**src/hrc_pkg.sv**
```systemverilog
package hrc_pkg;

    // Default width of the run length and output offset counters
    localparam int unsigned COUNT_WIDTH_DEFAULT = 32;

    // Cutoff after reset: runs of two or more bases collapse
    localparam logic [31:0] CUTOFF_RESET = 32'd1;

    // Result queue: room for the two records that one base can close
    localparam int unsigned QUEUE_DEPTH = 4;
    localparam int unsigned QUEUE_AW    = $clog2(QUEUE_DEPTH);

    typedef struct packed {
        logic [7:0] base;
        logic       end_of_sequence;
    } t_in;

    typedef struct packed {
        logic [7:0]  run_base;
        logic [31:0] original_length;
        logic [31:0] emitted_length;
        logic        collapsed;
        logic [31:0] compressed_position;
        logic        last_run;
    } t_out;

    // Records produced by one accepted base, in delivery order
    typedef struct packed {
        logic push_a;
        logic push_b;
        t_out rec_a;
        t_out rec_b;
    } t_push;

endpackage

```
**src/homopolymer_run_compressor.sv**
```systemverilog
// Channel   Direction  Handshake                  Payload
// in        input      i_in_valid / o_in_ready    i_in_data   (hrc_pkg::t_in)
// out       output     o_out_valid / i_out_ready  o_out_data  (hrc_pkg::t_out)
// cfg       input      i_cfg_we (no wait)         i_cfg_wdata (run cutoff)
//
// One base is taken per cycle while the input is ready. The run state updates
// in the cycle of the transfer; its records enter a four-entry result queue
// and show on the output from the next cycle on. The output drains one record
// per cycle while the consumer is ready, so a base that closes two runs takes
// two transfers out. The input is ready whenever the queue has two free slots.
// Reset (synchronous, active low) clears the run state, the offset and the queue and sets the cutoff to one.
module homopolymer_run_compressor #(
    parameter int unsigned COUNT_WIDTH = hrc_pkg::COUNT_WIDTH_DEFAULT
) (
    input  logic          i_clk,
    input  logic          i_rst_n,
    input  logic          i_in_valid,
    output logic          o_in_ready,
    input  hrc_pkg::t_in  i_in_data,
    output logic          o_out_valid,
    input  logic          i_out_ready,
    output hrc_pkg::t_out o_out_data,
    input  logic          i_cfg_we,
    input  logic [31:0]   i_cfg_wdata
);

    logic           in_xfer;
    hrc_pkg::t_push push;

    // an input transfer needs room for both records it may close
    assign in_xfer = i_in_valid && o_in_ready;

    // run tracking: compare the base, advance the length, close runs
    hrc_tracker #(
        .COUNT_WIDTH (COUNT_WIDTH)
    ) u_tracker (
        .i_clk       (i_clk),
        .i_rst_n     (i_rst_n),
        .i_cfg_we    (i_cfg_we),
        .i_cfg_wdata (i_cfg_wdata),
        .i_accept    (in_xfer),
        .i_item      (i_in_data),
        .o_push      (push)
    );

    // hold finished records until the consumer takes them
    hrc_queue u_queue (
        .i_clk   (i_clk),
        .i_rst_n (i_rst_n),
        .i_push  (push),
        .o_room  (o_in_ready),
        .o_valid (o_out_valid),
        .i_ready (i_out_ready),
        .o_data  (o_out_data)
    );

endmodule

```
**src/hrc_tracker.sv**
```systemverilog
module hrc_tracker #(
    parameter int unsigned COUNT_WIDTH = hrc_pkg::COUNT_WIDTH_DEFAULT
) (
    input  logic         i_clk,
    input  logic         i_rst_n,
    input  logic         i_cfg_we,
    input  logic [31:0]  i_cfg_wdata,
    input  logic         i_accept,
    input  hrc_pkg::t_in i_item,
    output hrc_pkg::t_push o_push
);

    localparam int unsigned CMP_WIDTH = (COUNT_WIDTH > 32) ? COUNT_WIDTH : 32;

    logic [31:0]            r_cutoff;
    logic [7:0]             r_base;
    logic [COUNT_WIDTH-1:0] r_len;
    logic [COUNT_WIDTH-1:0] r_offset;
    logic                   r_open;

    logic [7:0]             n_base;
    logic [COUNT_WIDTH-1:0] n_len;
    logic [COUNT_WIDTH-1:0] n_offset;
    logic                   n_open;

    logic                   split;
    logic                   coll_a;
    logic                   coll_b;
    logic [COUNT_WIDTH-1:0] emit_a;
    logic [COUNT_WIDTH-1:0] emit_b;
    logic [COUNT_WIDTH-1:0] len_b;
    logic [COUNT_WIDTH-1:0] off_b;

    always_comb begin
        split  = r_open && (i_item.base != r_base);

        // record of the run closed by a differing base
        coll_a = CMP_WIDTH'(r_len) > CMP_WIDTH'(r_cutoff);
        emit_a = coll_a ? COUNT_WIDTH'(1) : r_len;

        // run holding the incoming base
        len_b  = (r_open && !split) ? r_len + COUNT_WIDTH'(1) : COUNT_WIDTH'(1);
        off_b  = split ? r_offset + emit_a : r_offset;
        coll_b = CMP_WIDTH'(len_b) > CMP_WIDTH'(r_cutoff);
        emit_b = coll_b ? COUNT_WIDTH'(1) : len_b;

        o_push.push_a = i_accept && split;
        o_push.push_b = i_accept && i_item.end_of_sequence;

        o_push.rec_a.run_base            = r_base;
        o_push.rec_a.original_length     = 32'(r_len);
        o_push.rec_a.emitted_length      = 32'(emit_a);
        o_push.rec_a.collapsed           = coll_a;
        o_push.rec_a.compressed_position = 32'(r_offset);
        o_push.rec_a.last_run            = 1'b0;

        o_push.rec_b.run_base            = i_item.base;
        o_push.rec_b.original_length     = 32'(len_b);
        o_push.rec_b.emitted_length      = 32'(emit_b);
        o_push.rec_b.collapsed           = coll_b;
        o_push.rec_b.compressed_position = 32'(off_b);
        o_push.rec_b.last_run            = 1'b1;

        // end of sequence drops the run and restarts the offset
        if (i_item.end_of_sequence) begin
            n_open   = 1'b0;
            n_base   = 8'd0;
            n_len    = '0;
            n_offset = '0;
        end else begin
            n_open   = 1'b1;
            n_base   = i_item.base;
            n_len    = len_b;
            n_offset = off_b;
        end
    end

    always_ff @(posedge i_clk) begin
        if (!i_rst_n) begin
            r_cutoff <= hrc_pkg::CUTOFF_RESET;
            r_open   <= 1'b0;
            r_base   <= 8'd0;
            r_len    <= '0;
            r_offset <= '0;
        end else begin
            if (i_cfg_we) begin
                r_cutoff <= i_cfg_wdata;
            end
            if (i_accept) begin
                r_open   <= n_open;
                r_base   <= n_base;
                r_len    <= n_len;
                r_offset <= n_offset;
            end
        end
    end

endmodule

```
**src/hrc_queue.sv**
```systemverilog
module hrc_queue (
    input  logic           i_clk,
    input  logic           i_rst_n,
    input  hrc_pkg::t_push i_push,
    output logic           o_room,
    output logic           o_valid,
    input  logic           i_ready,
    output hrc_pkg::t_out  o_data
);

    localparam int unsigned AW = hrc_pkg::QUEUE_AW;
    localparam int unsigned CW = AW + 1;

    hrc_pkg::t_out r_mem [hrc_pkg::QUEUE_DEPTH];
    logic [AW-1:0] r_wr_ptr;
    logic [AW-1:0] r_rd_ptr;
    logic [CW-1:0] r_count;

    logic [AW-1:0] n_wr_ptr;
    logic [CW-1:0] n_count;
    logic [CW-1:0] push_cnt;
    logic          pop;
    logic          any_push;
    hrc_pkg::t_out first_rec;

    always_comb begin
        pop       = (r_count != '0) && i_ready;
        any_push  = i_push.push_a || i_push.push_b;
        push_cnt  = CW'(i_push.push_a) + CW'(i_push.push_b);
        first_rec = i_push.push_a ? i_push.rec_a : i_push.rec_b;
        n_wr_ptr  = r_wr_ptr + AW'(push_cnt);
        n_count   = r_count + push_cnt - CW'(pop);
        o_valid   = r_count != '0;
        o_data    = r_mem[r_rd_ptr];
        // two free slots cover the worst case of one base
        o_room    = r_count <= CW'(hrc_pkg::QUEUE_DEPTH - 2);
    end

    always_ff @(posedge i_clk) begin
        if (any_push) begin
            r_mem[r_wr_ptr] <= first_rec;
        end
        if (i_push.push_a && i_push.push_b) begin
            r_mem[r_wr_ptr + AW'(1)] <= i_push.rec_b;
        end
    end

    always_ff @(posedge i_clk) begin
        if (!i_rst_n) begin
            r_wr_ptr <= '0;
            r_rd_ptr <= '0;
            r_count  <= '0;
        end else begin
            r_wr_ptr <= n_wr_ptr;
            r_count  <= n_count;
            if (pop) begin
                r_rd_ptr <= r_rd_ptr + AW'(1);
            end
        end
    end

endmodule

```
**config.mk**
```make
export PLATFORM = sky130hd
export DESIGN_NAME = homopolymer_run_compressor
export DESIGN_NICKNAME = d
export VERILOG_FILES = /design/src/hrc_pkg.sv /design/src/homopolymer_run_compressor.sv /design/src/hrc_tracker.sv /design/src/hrc_queue.sv
export SDC_FILE = /design/constraint.sdc
export NUM_CORES = 1
export LEC_CHECK = 0
export ABC_AREA = 1
export BUFFER_PORTS_ARGS = -buffer_cell sky130_fd_sc_hd__buf_2
export CAP_MARGIN = 20
export CORE_AREA = 2 2 285 287
export CTS_BUF_LIST = sky130_fd_sc_hd__clkbuf_16
export DETAILED_ROUTE_END_ITERATION = 6
export DIE_AREA = 0 0 287 289
export HOLD_SLACK_MARGIN = 0.1
export PLACE_DENSITY = 0.54
export SYNTH_ARGS = -nofsm -noshare
export SYNTH_HDL_FRONTEND = slang
export SYNTH_SLANG_ARGS = --single-unit
```
**constraint.sdc**
```tcl
create_clock -name i_clk -period 7.19 [get_ports i_clk]
set_input_delay 0.719 -clock i_clk [delete_from_list [all_inputs] [get_ports i_clk]]
set_output_delay 0.719 -clock i_clk [all_outputs]
set_load 0.01 [all_outputs]
```
==> metrics, run 1 <==
Leakage=13.0 nW; ratio of cells with drive above 1 in the final layout=around 13%; Hold-fix buffers, CTS=0; top post-synthesis cells by area=edfxtp_1 (42%), nand2_1 (8.0%), dfxtp_1 (7.8%); #FFs+latches synth=538; Post-CTS Resized=0; Post-synth top cells=nand2_1 (641), edfxtp_1 (420), o21ai_0 (403), o22ai_1 (350), nor2_1 (344); width of the die=~290 um; die area=between 80000 and 90000 sq um; Final Cycle Share=between 70 and 80%; worst setup path start=u_tracker.r_len[21]$_SDFFE_PN0P_; RSZ-0062 raised after global routing=no; routed wire length=113000 um; Max FO, Critical Path=22; number of warnings issued by yosys=0; CORE AREA=around 80000 sq um; Hold Startpoint=i_cfg_wdata[0]; fmax=178 MHz; clk sinks=approximately 540; Design Area, Final=between 30000 and 40000 sq um; startpoint types=register; DR pass1 iterations=5; initial DRC count=about 2900; multi-input combinational cell area=about 13000 sq um; CTS Buffer Depth=3; Seq. cell area=15000 sq um; Distinct cells, synth=60; most common flop cell mapped by yosys=edfxtp_1; Final Slew Violations=0; clock skew=around 0.025 ns; vias=between 20000 and 30000; Worst setup EP type=register; Die Ht=roughly 290 um; via-per-instance ratio=around 5.8; RePlAce Congestion=between 0.9 and 1; largest net degree at the start of global routing=about 150; clock buffer count from CTS=60; Mapped Nets=3675; Skew-Pair Late Insertion Delay=0.64 ns; grt ovf=0; most frequent cell after synthesis=nand2_1; minimum clock period=approximately 5.6 ns; WP data required=roughly 7.5 ns; Root Driver=clkbuf_16; fillers=8087; post-synth top area share=between 40% and 50%; row cnt=around 100; I/O Pins=154; # H-tree levels=2; synthesized instance count=3525; global-route total usage across every layer=a little over a quarter; Worst-path clk slew=approximately 0.06 ns; Post-synth EDFFs=420; number of global-route vias before repair=between 20000 and 30000; area delta synth->final=12.2%; Power Density=between 200 and 300 nW/um^2; sequential cell area fraction in the yosys report=between 40% and 50%; post-synth top area cell=edfxtp_1; worst r2r src=u_tracker.r_len[21]$_SDFFE_PN0P_; # nets final=about 3700; post-place instance area=about 32000 sq um; Port Buf Inserts=153; Post-synth ARST share=0%; Detailed Place HPWL=a little over 70000 um; worst rel slew slack=a little over a quarter; routed len/inst=24.2 um; max cap viols=0; Routed Antenna Nets=0; Hold Vio Cnt, Final=0; Final setup viols=0; DRC Markers=0; n_diodes=0; WP data arrival=just under 6 ns; starting density of the core=between 30% and 40%; crit path kind=register to register; first-pass GRT wire length=~170000 um; HP Class=primary input to register; Mapped Area=~30000 sq um; Avg Synthesized Cell Area=between 8 and 9 sq um; initial antenna violation count=3; status=finished clean; postcts setup bufs=0; setup TNS=0 ns; Least-Margin Pin Slew=about 1.1 ns; CTS tree=built; Peak VDD IR=slightly above 0.2 mV
-- where the power goes --
| part | switching, mW | leakage [nW] | internal (mW) | total (mW) |
|---|---|---|---|---|
| Combinational | 1.74 | 6.58 | 0.644 | 2.38 |
| Clock | 1.33 | 1.01 | 1.78 | 3.11 |
| Sequential | 0.123 | 5.40 | 3.59 | 3.71 |
-- worst paths after layout --
kind	endpoint	slack (ns)	cells past startpoint
worst min register to register	register	0.46	2
worst max register to register	u_queue.r_mem[3][11]$_DFFE_PP_	1.59	22
worst min-delay path	u_tracker.r_cutoff[0]$_SDFFE_PN1P_	0.30	3
worst max-delay path	u_queue.r_mem[3][11]$_DFFE_PP_	1.59	22
-- layer usage --
layer  GRT usage, %  wire length (um)  vias to the layer above
met5              0                13                        -
li1               -                 -                    12569
met1           37.2             49200                    13028
met4           7.58              2880                        2
met2           41.8             50400                     1301
met3           5.71             10900                      193
-- flip-flops by register name (all words and copies together), names as in the netlist, named ones only --
register,count
u_queue.r_mem,424
u_tracker.r_cutoff,32
u_tracker.r_len,32
u_tracker.r_offset,32
u_tracker.r_base,8
u_queue.r_count,3
u_queue.r_rd_ptr,2
u_queue.r_wr_ptr,2
u_tracker.r_open,1
-- per-stage QoR --
step	hold WS, ns	power (mW)	cells	util (%)	setup slack (ns)
after CTS	0.269	9.25	4678	42.2	1.45
after detailed placement	0.453	6.16	4567	39.8	1.49
after global routing	0.326	9.58	4679	42.3	1.28
final	0.297	9.21	4679	42.3	1.59
after floorplan	0.436	5.11	3525	-	1.63
after global placement	0.445	6.15	4567	39.8	1.40
-- cell usage in the layout, fill, tap and decap left out, types with 6 or more instances in the layout --
cell type / instances
nor2_2: 7
bufinv_16: 7
or2_2: 11
a21oi_1: 191
o21ai_1: 44
buf_2: 153
a211oi_1: 10
inv_2: 33
o21ai_2: 19
clkbuf_16: 61
o21a_1: 6
nor4_1: 9
nand4_1: 20
xor2_1: 20
nand3_1: 176
o21ai_0: 403
nor2_4: 20
clkinv_2: 23
nor3_1: 18
dfxtp_1: 116
nand2_2: 25
buf_4: 42
o22ai_1: 350
edfxtp_1: 420
nor2_1: 343
clkinv_1: 11
nand3_2: 13
inv_1: 246
nand2_1: 635
ha_1: 102
-- layout make-up --
class	instances	share of cell area, %
sequential	538	44.4
clock inverter	50	1.25
inverter	278	3.13
timing repair buffer	199	3.46
clock buffer	61	4.52
tap	1060	3.93
multi-input combinational	2493	39.3
-- cells by family after synthesis --
group	share of synthesized area, %
buf+inv	6.33
mux	0.0333
xor+xnor	0.727
simple gates	19.0
fa+ha+maj	4.37
compound gates	19.8
flops	49.7
-- worst max-delay path, cell delays in order, from the launching register on --
cell and delay, ns:
dfxtp_1 0.69, ha_1 0.35, a21oi_1 0.16, o21a_1 0.15, nand2_1 0.08, a21oi_1 0.24, nand2_1 0.09, nand2_1 0.25
inv_1 0.29, buf_16 0.25, buf_4 0.22, nor2_1 0.30, ha_1 0.34, o21ai_1 0.26, o21ai_1 0.18, a21oi_1 0.20
inv_1 0.11, o21ai_0 0.39, o21ai_1 0.22, inv_1 0.18, nand2_1 0.12, nand3_1 0.13, o21ai_0 0.11
No activity file was read; power rests on OpenSTA's default activity.
==> inputs of run 2 (changes only) <==
==> constraint.sdc (replaced) <==
create_clock -name i_clk -period 5.6 [get_ports i_clk]
set_input_delay 0.56 -clock i_clk [delete_from_list [all_inputs] [get_ports i_clk]]
set_output_delay 0.56 -clock i_clk [all_outputs]
set_load 0.01 [all_outputs]
==> metrics, run 2 (same netlist as run 1, synthesis figures left out) <==
Hold Startpoint=i_cfg_wdata[0]; Design Area, Final=about 34000 sq um; most frequent cells in the layout=nand2_1 (635), edfxtp_1 (420), o21ai_0 (403); via-per-instance ratio=about 5.8; starting density of the core=37.7%; fillers=between 8000 and 9000; R2R cell count=22; ratio of cells with drive above 1 in the final layout=13.1%; Seq. cell area=between 10000 and 15000 sq um; Worst Hold End=u_tracker.r_cutoff[0]$_SDFFE_PN1P_; Largest Register=u_queue.r_mem; Detailed Place HPWL=72700 um; fmax=between 150 and 200 MHz; row cnt=104; vias=27292; RSZ-0062 raised after global routing=no; Routed Antenna Nets=0; Least-Margin Pin Slew=approximately 1.2 ns; RePlAce Congestion=around 1; startpoint types=register; NetSw=~4.1 mW; fin worst setup slack=about 0.42 ns; worst r2r src=u_tracker.r_len[31]$_SDFFE_PN0P_; max cap viols=0; width of the die=roughly 290 um; CTS Buffer Depth=3; CTS tree=built; Leakage=13.1 nW; WP data required=slightly below 6 ns; busiest layer in global routing=met2; Worst-path clk slew=0.06 ns; switching share of total power=between 30% and 40%; minimum clock period=5.18 ns; grt ovf=0; # nets final=roughly 3700; die area=82900 sq um; HP Class=primary input to register; Final setup viols=0; Power Density=about 340 nW/um^2; Die Ht=289 um; Worst setup EP type=register; grt met1 use=a little under two fifths; DRC Markers=0; Logic pwr share=between 20% and 30%; Port Buf Inserts=~150; hold path cells=3; # H-tree levels=2; number of global-route vias before repair=between 20000 and 30000; first-pass GRT wire length=167000 um; area delta synth->final=12.7%; RR Endpoint=u_queue.r_mem[0][24]$_DFFE_PP_; GR Util met3=4.51%; clock skew=~0.026 ns; WP data arrival=~5.5 ns; Hold Vio Cnt, Final=0; pre-CTS setup slack=~0.26 ns; clock buffer count from CTS=60; commonest non-fill, non-tap cell in the layout=nand2_1; multi-input combinational cell area=13300 sq um; n_diodes=0; routed len/inst=approximately 24 um; initial antenna violation count=3; post-place instance area=32000 sq um; Final Slew Violations=0; I/O Pins=154; GR Util met2=between 40% and 50%; setup TNS=0 ns; status=finished clean; clk sinks=approximately 540; Pwr Total=approximately 12 mW; reg2reg setup slack=0.42 ns; Max FO, Critical Path=8; Peak VDD IR=0.255 mV; sequential share of power=around two fifths; DR pass1 iterations=5; routed wire length=around 110000 um; Skew-Pair Late Insertion Delay=roughly 0.66 ns; initial DRC count=2772; CORE AREA=approximately 80000 sq um; Root Driver=clkbuf_16; largest net degree at the start of global routing=around 120; crit path kind=register to register; global-route total usage across every layer=26.7%; Final Core Density=42.5%; clock share of power=about a third; Largest register FFs=around 420; Final Cycle Share=92.5%; Pint=about 7.5 mW; worst rel slew slack=around 22%
==> run 2: cell count changes in the layout (fill, tap and decap cells not counted), sizes merged <==
cell	before	now
bufinv	7	2
buf	199	224
clkinv	35	31
inv	284	294
clkinvlp	2	4
==> run 2: what timing repair did <==
action,4_1_cts,5_1_grt
hold endpoints to repair,0,0
setup buffers,0,2
hold buffers,0,0
setup endpoints to repair,0,33
resized for setup,0,5
==> run 2: worst max-delay path by stage <==
| stage | startpoint | endpoint | cells after the start |
|---|---|---|---|
| after floorplan | i_in_data[2] | u_queue.r_mem[0][67]$_DFFE_PP_ | 15 |
| after global placement | u_tracker.r_len[31]$_SDFFE_PN0P_ | u_queue.r_mem[2][14]$_DFFE_PP_ | 22 |
| after detailed placement | u_tracker.r_len[31]$_SDFFE_PN0P_ | u_queue.r_mem[0][24]$_DFFE_PP_ | 23 |
| after CTS | u_tracker.r_len[31]$_SDFFE_PN0P_ | u_queue.r_mem[0][24]$_DFFE_PP_ | 23 |
| after global routing | u_tracker.r_cutoff[13]$_SDFFE_PN0P_ | u_queue.r_mem[2][14]$_DFFE_PP_ | 28 |
| final | u_tracker.r_len[31]$_SDFFE_PN0P_ | u_queue.r_mem[0][24]$_DFFE_PP_ | 22 |
==> run 2: final cells by class <==
class	instances	area share (%)
Sequential cell	538	44.2
Multi-Input combinational cell	2493	39.2
Timing Repair Buffer	224	4.16
Inverter	278	3.13
Clock inverter	52	0.930
Clock buffer	61	4.50
Timing Repair inverter	1	0.0148
Tap cell	1060	3.91
==> run 2: power groups by stage <==
stage	Clock, mW	Combinational, mW	Sequential [mW]
4_1_cts	3.80	3.08	4.76
5_1_grt	3.95	3.34	4.79
3_3_place_gp	0	3.06	4.84
3_5_place_dp	0	3.07	4.84
6_report	3.77	3.07	4.76
2_1_floorplan	0	1.78	4.79
==> run 2: through the flow <==
| stage | cells | hold slack, ns |
|---|---|---|
| 3_3_place_gp | 4591 | 0.445 |
| 3_5_place_dp | 4591 | 0.454 |
| 6_report | 4707 | 0.133 |
| 2_1_floorplan | 3525 | 0.436 |
| 5_1_grt | 4707 | 0.143 |
| 4_1_cts | 4704 | 0.109 |
==> run 2: critical path: stages (launching register included) <==
cell,delay (ns)
dfxtp_1,0.56
ha_1,0.31
a21oi_1,0.16
o21a_1,0.13
nand2_1,0.07
a21oi_1,0.27
nand2_1,0.10
nand2_1,0.29
clkinvlp_4,0.18
buf_4,0.21
nor2_1,0.42
ha_1,0.39
a21oi_1,0.22
o21ai_0,0.13
a21oi_1,0.14
nand2_1,0.15
nand2_1,0.09
nand2_1,0.11
xor2_1,0.17
o21ai_1,0.36
nand2_1,0.18
nand3_1,0.11
o21ai_0,0.11
==> run 2: routing by layer <==
| metal | wire length [um] | part of all wire (%) |
|---|---|---|
| met1 | 49800 | 44 |
| met2 | 50300 | 44 |
| met3 | 10500 | 9.2 |
| met4 | 2790 | 2.5 |
| met5 | 0 | 0 |
